[src/hdl/kohonen_palette_trainer_assert.svh]
// assertion macros for the kohonen palette trainer
// no dependencies; included by modules that carry concurrent checks
`ifndef KOHONEN_PALETTE_TRAINER_ASSERT_SVH
`define KOHONEN_PALETTE_TRAINER_ASSERT_SVH

// same-cycle implication under active-low async reset
`define KPT_ASSERT_HOLDS(lbl, ck, rn, ante, cons) \
	lbl: assert property (@(posedge ck) disable iff (!rn) (ante) |-> (cons)) \
		else $error("kohonen_palette_trainer: check failed");

// next-cycle implication under active-low async reset
`define KPT_ASSERT_NEXT(lbl, ck, rn, ante, cons) \
	lbl: assert property (@(posedge ck) disable iff (!rn) (ante) |=> (cons)) \
		else $error("kohonen_palette_trainer: check failed");

`endif

[src/hdl/khp_ram.sv]
// generic single-write, single-read ram with registered read data
// no dependencies
module khp_ram #(
	parameter int WIDTH = 8,
	parameter int DEPTH = 4
) (
	input  logic                     clk,
	input  logic                     we,
	input  logic [$clog2(DEPTH)-1:0] waddr,
	input  logic [WIDTH-1:0]         wdata,
	input  logic [$clog2(DEPTH)-1:0] raddr,
	output logic [WIDTH-1:0]         rdata
);

	logic [WIDTH-1:0] mem [DEPTH];

	always_ff @(posedge clk) begin
		if (we)
			mem[waddr] <= wdata;
		rdata <= mem[raddr];
	end

endmodule

[config.mk]
export PLATFORM = sky130hd
export DESIGN_NAME = khp_ram
export DESIGN_NICKNAME = d
export VERILOG_FILES = /design/src/hdl/kohonen_palette_trainer_assert.svh /design/src/hdl/khp_ram.sv
export SDC_FILE = /design/constraint.sdc
export NUM_CORES = 1
export LEC_CHECK = 0
export BUFFER_PORTS_ARGS = -buffer_cell sky130_fd_sc_hd__buf_2
export CORE_MARGIN = 1
export CORE_UTILIZATION = 30
export CTS_BUF_LIST = sky130_fd_sc_hd__clkbuf_8
export DETAILED_ROUTE_END_ITERATION = 10
export GPL_ROUTABILITY_DRIVEN = 0
export GPL_TIMING_DRIVEN = 0
export PLACE_DENSITY = 0.56
export SETUP_SLACK_MARGIN = 0.4
export SYNTH_ARGS = -nofsm -noshare
export SYNTH_HDL_FRONTEND = slang
export SYNTH_SLANG_ARGS = --single-unit
[constraint.sdc]
create_clock -name clk -period 1.5 [get_ports clk]
set_input_delay 0.15 -clock clk [delete_from_list [all_inputs] [get_ports clk]]
set_output_delay 0.15 -clock clk [all_outputs]
set_load 0.02 [all_outputs]
==> results_dict.tcl <==
set metrics [dict create \
    cp_cell_sequence "buf_2 -> nor3b_2" \
    track_usage_pct 9.55 \
    ys_warn_count 0 \
    hold_class "in2reg" \
    combPwrFrac_pct 6.3 \
    worstSetupPathType "in2reg" \
    viasPerCell 4.49 \
    finalClockSkew_ns 0.00449 \
    cpMaxStageDelayCell "nor3b_2" \
    p_int_mw 1.81 \
    synth_flop_cell "edfxtp_1" \
    rsz0062_at_grt "no" \
    finalCritPeriodShare_pct 64.0 \
    synthesis.nets 68 \
    ios 22 \
    hold_buffers 0 \
    regArea_mm2 0.00112 \
    synth_area_leaders "edfxtp_1 71%, mux4_2 13%, dfxtp_1 12%" \
    async_flop_share_pct 0 \
    worst-path-buf-inv 1 \
    clockBufferDepth 2 \
    dieArea_mm2 0.00477 \
    worst_setup_path_end_kind "flip-flop" \
    routedWlPerCell_um 14.1 \
    p_per_area_mw_per_mm2 1380 \
    cts_made_buffers 5 \
    synth-edff-count 32 \
    layout-drive-gt1-share_pct 44.4 \
    port_buffers 19 \
    postSynthAreaPerCell_um2 25.0 \
    grt_pass1_wl_um 3170 \
    synth.distinct_cells 8 \
    dieHeight_um 69.1 \
    drv_cap 0 \
    area_growth_pct 20.1 \
    fillCellCount 427 \
    power.switching_uw 418 \
    drt_iter0_markers 20 \
    fin_cells 133 \
    synth_cells 54 \
    antenna_found_initial 0 \
    antennaDiodeCount 0 \
    crit_family "simple AND/OR/NAND/NOR gates" \
    cts_tree "done" \
    clk_pin_slew_ns 0.07 \
    initial_utilization_pct 31.2 \
    final_nets 94 \
    worst_slew_pin_slew_ns 0.707 \
    rows 24 \
    gr-total-overflow 0 \
    yosysMostFrequentCell "edfxtp_1" \
    synthesis.area_mm2 0.00135 \
    placedCellCount 125 \
    grt_pass1_vias 657 \
    grt_max_degree 13 \
    finalHoldViolCount 0 \
    postCtsSetupBuffers 0 \
    clockRootBuffer "clkbuf_8" \
    drc_errors 0 \
    required_ns 1.42 \
    dr.pass1.iters 2 \
    worstPathMaxFanout 8 \
    clock_sinks 40 \
    status "finished, final reports clean" \
    clockPowerShare_pct 36.4 \
    num_vias 597 \
    final_antenna_net_count 0 \
    arrival_ns 0.88 \
    multi_input_area_um2 216 \
    startpoint_type "input pin" \
    slew-limit-headroom_pct 52.7 \
    clock.fmax_mhz 1040 \
    finalMaxSlewViolations 0 \
    switching_share_pct 18.8 \
    core_area_mm2 0.00432 \
    clock_latency_ns 0.28 \
    slowest_delay_ns 0.60 \
    cts-resized-gates 0 \
    htreeDepth 2 \
    leakagePower_nw 0.573 \
    min_period_ns 0.960 \
    setup_viol_count_final 0 \
    synth_top_area_share_pct 71.2 \
    wl_um 1870 \
    ys_seq_area_share_pct 83.1 \
    synth_seq_cells 40 \
    sequentialPowerShare_pct 57.3 \
    die_w_um 69.1 \
    yosysTopAreaCell "edfxtp_1" \
    setup-tns-final_ns 0 \
    synthTopCellsByCount "32 x edfxtp_1, 8 x dfxtp_1, 8 x mux4_2, 2 x and3b_1" \
    ir_drop_mv 0.495 \
]
[kinds of logic after synthesis]
logic type,Yosys count,synth area share (%)
buffers and inverters,2,1.21
flip-flops,40,83.1
multiplexers,8,13.4
AND/OR/NAND/NOR,4,2.32
[stage by stage]
stage	hold slack, ns	worst slack [ns]	instance area (um2)	utilization (%)	total power, mW
floorplan	0.249	0.563	1350	-	1.39
global placement	0.361	0.160	1510	35.0	1.44
detailed placement	0.367	0.200	1510	35.0	1.45
CTS	0.0650	0.508	1620	37.5	2.26
global route	0.0579	0.444	1620	37.5	2.32
finish	0.0746	0.540	1620	37.5	2.23
[power by group through the flow]
stage	logic (mW)	clock network, mW	registers, mW
2_1_floorplan	0.0577	0	1.33
3_3_place_gp	0.142	0	1.30
3_5_place_dp	0.144	0	1.30
4_1_cts	0.144	0.836	1.28
5_1_grt	0.152	0.887	1.28
6_report	0.140	0.812	1.28
[path summary, 6_finish.rpt]
check | from | end | slack, ns | cells past startpoint
max reg2reg | mem[2][2] | rdata[2] | 0.55 | 1
max | waddr[0] | mem[0][2] | 0.54 | 2
min reg2reg | mem[0][1] | rdata[1] | 0.56 | 1
min | wdata[7] | mem[1][7] | 0.07 | 1
[layer usage]
metal | vias to the layer above | share of wire, % | routed length [um] | global-route usage (%)
met4 | 0 | 1.6 | 29 | 5.44
met1 | 296 | 42 | 779 | 9.99
met3 | 4 | 7.1 | 133 | 5.41
met2 | 22 | 50 | 928 | 15.0
met5 | - | 0 | 0 | 0
li1 | 275 | - | - | -
[layout by cell type, fill, tap and decap left out, drive strengths merged]
master,netlist,layout
nor3b,1,1
and3b,2,2
clkbuf,1,6
edfxtp,32,32
mux4,8,8
dfxtp,8,8
buf,1,20
and3,1,1
clkinv,0,2
bufinv,0,1
[flip-flops by register name (all words and copies together), names as in the netlist]
signal  cells
mem        32
rdata       8
[cell type report]
cell class	count	area share [%]
Buffer	2	1.00
Clock buffer	5	4.25
Clock inverter	3	2.32
Multi-Input combinational cell	12	13.4
Sequential cell	40	69.2
Tap cell	52	4.02
Timing Repair Buffer	19	5.87
Note: power is estimated with default switching activity, not from simulation.
