[src/hdl/kohonen_palette_trainer_assert.svh]
// assertion macros for the kohonen palette trainer
// no dependencies; included by modules that carry concurrent checks
`ifndef KOHONEN_PALETTE_TRAINER_ASSERT_SVH
`define KOHONEN_PALETTE_TRAINER_ASSERT_SVH

// same-cycle implication under active-low async reset
`define KPT_ASSERT_HOLDS(lbl, ck, rn, ante, cons) \
	lbl: assert property (@(posedge ck) disable iff (!rn) (ante) |-> (cons)) \
		else $error("kohonen_palette_trainer: check failed");

// next-cycle implication under active-low async reset
`define KPT_ASSERT_NEXT(lbl, ck, rn, ante, cons) \
	lbl: assert property (@(posedge ck) disable iff (!rn) (ante) |=> (cons)) \
		else $error("kohonen_palette_trainer: check failed");

`endif

[src/hdl/khp_pkg.sv]
// shared types, constants and helpers for the kohonen palette trainer
// no dependencies
package khp_pkg;

	localparam int NET_SIZE_DEF    = 256;
	localparam int MAX_RADIUS_DEF  = 32;
	localparam int PUSH_LIMIT      = 16;
	localparam int PUSH_RAISE      = 4;
	localparam int PUSH_LOWER      = 1;
	localparam int NEAR_LIMIT      = 128;
	localparam int ONE_RATE        = 1024;

	localparam logic OP_TRAIN = 1'b0;
	localparam logic OP_SCHED = 1'b1;

	// falloff divider sizing, covers radius up to 64
	localparam int DIVN_W = 31;
	localparam int DIVD_W = 13;
	localparam int DIVQ_W = 19;

	typedef struct packed {
		logic               operation;
		logic [7:0]         sample_alpha;
		logic [14:0]        lab_l;
		logic signed [15:0] lab_a;
		logic signed [15:0] lab_b;
		logic [10:0]        rate;
		logic [5:0]         radius;
	} cmd_t;

	typedef struct packed {
		logic [7:0] winner;
		logic       perfect;
	} rsp_t;

	typedef struct packed {
		logic signed [23:0] alpha;
		logic signed [23:0] l;
		logic signed [23:0] a;
		logic signed [23:0] b;
		logic [31:0]        freq;
		logic signed [31:0] bias;
		logic [4:0]         repel;
	} neuron_t;

	localparam int NRN_W = $bits(neuron_t);

	typedef struct packed {
		logic              start;
		logic [DIVN_W-1:0] num;
		logic [DIVD_W-1:0] den;
	} div_req_t;

	typedef struct packed {
		logic              done;
		logic [DIVQ_W-1:0] quot;
	} div_rsp_t;

	function automatic logic signed [23:0] sat24(input logic signed [47:0] v);
		logic signed [23:0] r;
		if (v > 48'sd8388607)
			r = 24'sh7fffff;
		else if (v < -48'sd8388608)
			r = 24'sh800000;
		else
			r = v[23:0];
		return r;
	endfunction

	function automatic logic signed [31:0] sat32(input logic signed [33:0] v);
		logic signed [31:0] r;
		if (v > 34'sd2147483647)
			r = 32'sh7fffffff;
		else if (v < -34'sd2147483648)
			r = 32'sh80000000;
		else
			r = v[31:0];
		return r;
	endfunction

	function automatic logic signed [23:0] comp_get(input neuron_t n, input logic [1:0] c);
		logic signed [23:0] r;
		case (c)
			2'd0: r = n.alpha;
			2'd1: r = n.l;
			2'd2: r = n.a;
			default: r = n.b;
		endcase
		return r;
	endfunction

	function automatic neuron_t comp_set(input neuron_t n, input logic [1:0] c,
	                                     input logic signed [23:0] v);
		neuron_t r;
		r = n;
		case (c)
			2'd0: r.alpha = v;
			2'd1: r.l = v;
			2'd2: r.a = v;
			default: r.b = v;
		endcase
		return r;
	endfunction

endpackage

[src/hdl/khp_div.sv]
// restoring divider, one quotient bit per cycle, for the falloff table
// depends on khp_pkg
module khp_div (
	input  logic              clk,
	input  logic              arst_n,
	input  khp_pkg::div_req_t req,
	output khp_pkg::div_rsp_t rsp
);
	import khp_pkg::*;

	localparam int CNT_W = $clog2(DIVN_W + 1);

	logic              busy_q;
	logic              done_q;
	logic [CNT_W-1:0]  cnt_q;
	logic [DIVD_W-1:0] rem_q;
	logic [DIVD_W-1:0] den_q;
	logic [DIVN_W-1:0] quo_q;
	logic [DIVD_W:0]   sh;
	logic              ge;

	assign sh = {rem_q, quo_q[DIVN_W-1]};
	assign ge = sh >= {1'b0, den_q};

	always_ff @(posedge clk or negedge arst_n) begin
		if (!arst_n) begin
			busy_q <= 1'b0;
			done_q <= 1'b0;
			cnt_q  <= '0;
		end else begin
			done_q <= 1'b0;
			if (req.start) begin
				busy_q <= 1'b1;
				cnt_q  <= CNT_W'(DIVN_W);
			end else if (busy_q) begin
				cnt_q <= cnt_q - 1'b1;
				if (cnt_q == CNT_W'(1)) begin
					busy_q <= 1'b0;
					done_q <= 1'b1;
				end
			end
		end
	end

	always_ff @(posedge clk) begin
		if (req.start) begin
			rem_q <= '0;
			quo_q <= req.num;
			den_q <= req.den;
		end else if (busy_q) begin
			rem_q <= ge ? DIVD_W'(sh - {1'b0, den_q}) : sh[DIVD_W-1:0];
			quo_q <= {quo_q[DIVN_W-2:0], ge};
		end
	end

	assign rsp.done = done_q;
	assign rsp.quot = quo_q[DIVQ_W-1:0];

endmodule

[config.mk]
export PLATFORM = sky130hd
export DESIGN_NAME = khp_div
export DESIGN_NICKNAME = d
export VERILOG_FILES = /design/src/hdl/kohonen_palette_trainer_assert.svh /design/src/hdl/khp_pkg.sv /design/src/hdl/khp_div.sv
export SDC_FILE = /design/constraint.sdc
export NUM_CORES = 1
export LEC_CHECK = 0
export BUFFER_PORTS_ARGS = -buffer_cell sky130_fd_sc_hd__buf_2
export CAP_MARGIN = 20
export CELL_PAD_IN_SITES_DETAIL_PLACEMENT = 2
export CELL_PAD_IN_SITES_GLOBAL_PLACEMENT = 2
export CORE_UTILIZATION = 33
export CTS_BUF_LIST = sky130_fd_sc_hd__clkbuf_16
export DETAILED_ROUTE_END_ITERATION = 12
export PLACE_DENSITY_LB_ADDON = 0.1
export REMOVE_ABC_BUFFERS = 1
export SYNTH_ARGS = -nofsm -noshare
export SYNTH_HDL_FRONTEND = slang
export SYNTH_SLANG_ARGS = --single-unit
[constraint.sdc]
create_clock -name clk -period 2.35 [get_ports clk]
set_input_delay 0.1175 -clock clk [delete_from_list [all_inputs] [get_ports clk]]
set_output_delay 0.1175 -clock clk [all_outputs]
set_load 0.005 [all_outputs]
==> flow_summary.ini <==
[power_and_ir_drop]
p_leak_nw = 1.925
power_density_nw_per_um2 = 946.4
internal_power_mw = 2.922
p_switching_mw = 1.465
peakVddDrop_mv = 0.4664
clock_power_share_pct = 28.9
p_comb_share_pct = 37.0
netSwitchingFraction_pct = 33.39
p_seq_share_pct = 34.1

[die]
design.core.area_um2 = 10510
die_area_um2 = 11410
rows = 37
die_height_um = 106.8
start_util_pct = 34.50
die_w_um = 106.8
io_pins = 67

[grt]
grt.total_usage_pct = 17.67
antenna_found_initial = 0
grt-ovfl-total = 0
grt_pass1_vias = 3010
grt_max_degree = 54
grt_pass1_wl_um = 15390

[logic_synthesis]
ys.flop_type = edfxtp_1
synth.avg_cell_area_um2 = 11.37
synth_edf_count = 44
yosys_warnings = 0
ys_seq_area_share_pct = 48.45
synth.distinct_cells = 61
async_flop_share_pct = 10.94
ys_seq_elements = 64
syn_area_um2 = 3626
synthesis.instances = 319

[critical_path]
path_delay_family = compound AO/OA/AOI/OAI gates
crit_required_ps = 2600
critPathSlowestCell = or4_1
crit_type = reg2reg
crit_chain = inv_1 -> ha_1 -> buf_6 -> nand3_1 -> o2bb2ai_1 -> or4_1 -> o211ai_1 -> o21ai_1 -> a311oi_2
cp_num_cells = 9
timing.critical_path.buf_inv = 2
crit_fanout = 8
crit_path_end_kind = flip-flop
worst_ep_arrival_time_ps = 2540
r2r_cells = 9
worstSetupStartpointType = flip-flop
slowest_delay_ps = 400

[hold_path]
hold_path_class = in2reg
holdPathStages = 2

[finish]
mostFrequentLayoutCells = buf_2, edfxtp_1, mux2_2
fin_nets = 459
num_antenna_cells = 0
syn_to_final_growth_pct = 27.85
drive_gt1_share_pct = 40.65
fin_util_pct = 44.11
final_common_cell = buf_2

[timing]
slew_headroom_pct = 52.86
drv_slew = 0
worst_slew_pin_slew_ps = 707.1
hold_slack_ps = 88.98
rsz0062_at_grt = yes
hold_violations = 0
period_needed_ps = 2298
setup_viol = 0
finClkSkew_ps = 5.906
fin_crit_sh_pct = 97.78
maxClockFrequency_mhz = 435.2

[clocking]
root_buffer = clkbuf_16
htreeDepth = 3
cts_made_buffers = 9
clockBufferDepth = 2
worstSkewPairLatency_ps = 330
clkSinkCount = 64
clkTransAtPathRegs_ps = 60
cts_tree = built

[place]
portBuffers = 66
dp_hpwl_um = 6857
gp_congestion = 0.6983

[job]
maxCapViolations = 0

[outcome]
outcome = complete, no violations

[routing]
drcViolationCount = 0
routed_via_density = 5.110
drt_iter0_markers = 118
num_vias = 2744
wl_per_cell_um = 17.47
drt_wl_total_um = 9383
dr.pass1.iters = 4
ant_nets = 0
## logic make-up after synthesis
logic type,share of synthesized area (%)
AOI/OAI and AO/OA,14.36
xor gates and xnor gates,2.657
adders and majority gates,5.728
buffers and inverters,9.041
DFF,48.45
muxes,9.627
and+or+nand+nor,10.15
## cells in the mapped netlist (all sizes together) (2+ instances only)
| library cell | n | share of area (%) |
|---|---|---|
| clkbuf | 5 | 0.52 |
| nor3 | 2 | 0.28 |
| a21o | 4 | 0.83 |
| buf | 30 | 5.7 |
| and2 | 2 | 0.35 |
| nor2 | 14 | 1.7 |
| a21oi | 11 | 1.9 |
| nand2 | 21 | 2.6 |
| dfxtp | 13 | 7.2 |
| o21ai | 17 | 2.3 |
| ha | 15 | 5.2 |
| xnor2 | 6 | 1.4 |
| mux2 | 31 | 9.6 |
| o31a | 2 | 0.48 |
| nor2b | 2 | 0.35 |
| o221ai | 2 | 0.97 |
| nor4 | 7 | 1.2 |
| nand3b | 2 | 0.41 |
| o311ai | 2 | 0.69 |
| a31oi | 2 | 0.52 |
| a211oi | 2 | 0.55 |
| o2111ai | 3 | 0.72 |
| dfrtp | 7 | 4.8 |
| inv | 25 | 2.6 |
| a311oi | 9 | 2.3 |
| edfxtp | 44 | 36 |
| a221oi | 2 | 0.48 |
| nand3 | 14 | 2.1 |
| xor2 | 5 | 1.2 |
## state kept, by name, indices dropped and copies added, names as in the netlist
signal	count
done_q	1
quo_q	31
den_q	13
rem_q	13
cnt_q	5
busy_q	1
## power groups by stage
stage / Sequential [mW] / Clock, mW / Combinational (mW)
after floorplan: 1.48 / 0 / 0.903
after global placement: 1.51 / 0 / 1.39
after detailed placement: 1.51 / 0 / 1.42
after CTS: 1.49 / 1.30 / 1.47
after global routing: 1.52 / 1.35 / 1.78
final: 1.50 / 1.27 / 1.63
## path summary, 6_finish.rpt
check / startpoint / endpoint / slack [ps]
min in group asynchronous: arst_n / cnt_q[0] / 150
worst max-delay path: den_q[9] / rem_q[11] / 50
worst max register to register: den_q[9] / rem_q[11] / 50
worst min-delay path: req[18] / quo_q[5] / 90
worst min register to register: rem_q[8] / rem_q[8] / 520
max in group asynchronous: arst_n / cnt_q[3] / 2030
## cell type report
class,instances,area (um2)
fill,1096,5873
sequential,64,1757
multi-input combinational,194,1692
timing repair buffer,102,643.1
clock buffer,9,225.2
tap,136,170.2
inverter,25,93.84
clock inverter,7,55.05
## metal layers
metal | wire length, um | GRT usage, % | vias up | part of all wire [%]
met5 | 0 | 0 | - | 0
met4 | 185 | 8.317 | 0 | 2.0
met3 | 338 | 3.526 | 12 | 3.6
met2 | 4458 | 28.53 | 56 | 48
met1 | 4400 | 22.68 | 1358 | 47
li1 | - | - | 1318 | -
## metrics by stage
| stage | power, mW | setup slack, ps | instance area [um2] | instances | setup TNS, ps |
|---|---|---|---|---|---|
| floorplan | 2.379 | -35.95 | 3392 | 283 | -35.95 |
| global placement | 2.894 | 16.78 | 4035 | 504 | 0 |
| detailed placement | 2.930 | -99.33 | 4035 | 504 | -417.2 |
| CTS | 4.263 | 14.02 | 4486 | 534 | 0 |
| global route | 4.645 | -47.86 | 4636 | 537 | -147.2 |
| finish | 4.387 | 52.25 | 4636 | 537 | 0 |
## repair_timing
item	4_1_cts	5_1_grt
hold buffers	14	0
pin swaps	2	10
setup endpoints to repair	12	9
hold endpoints to repair	20	0
gates cloned	0	0
buffers inserted	0	3
gates resized for setup	6	21
(Power assumes the default switching activity.)
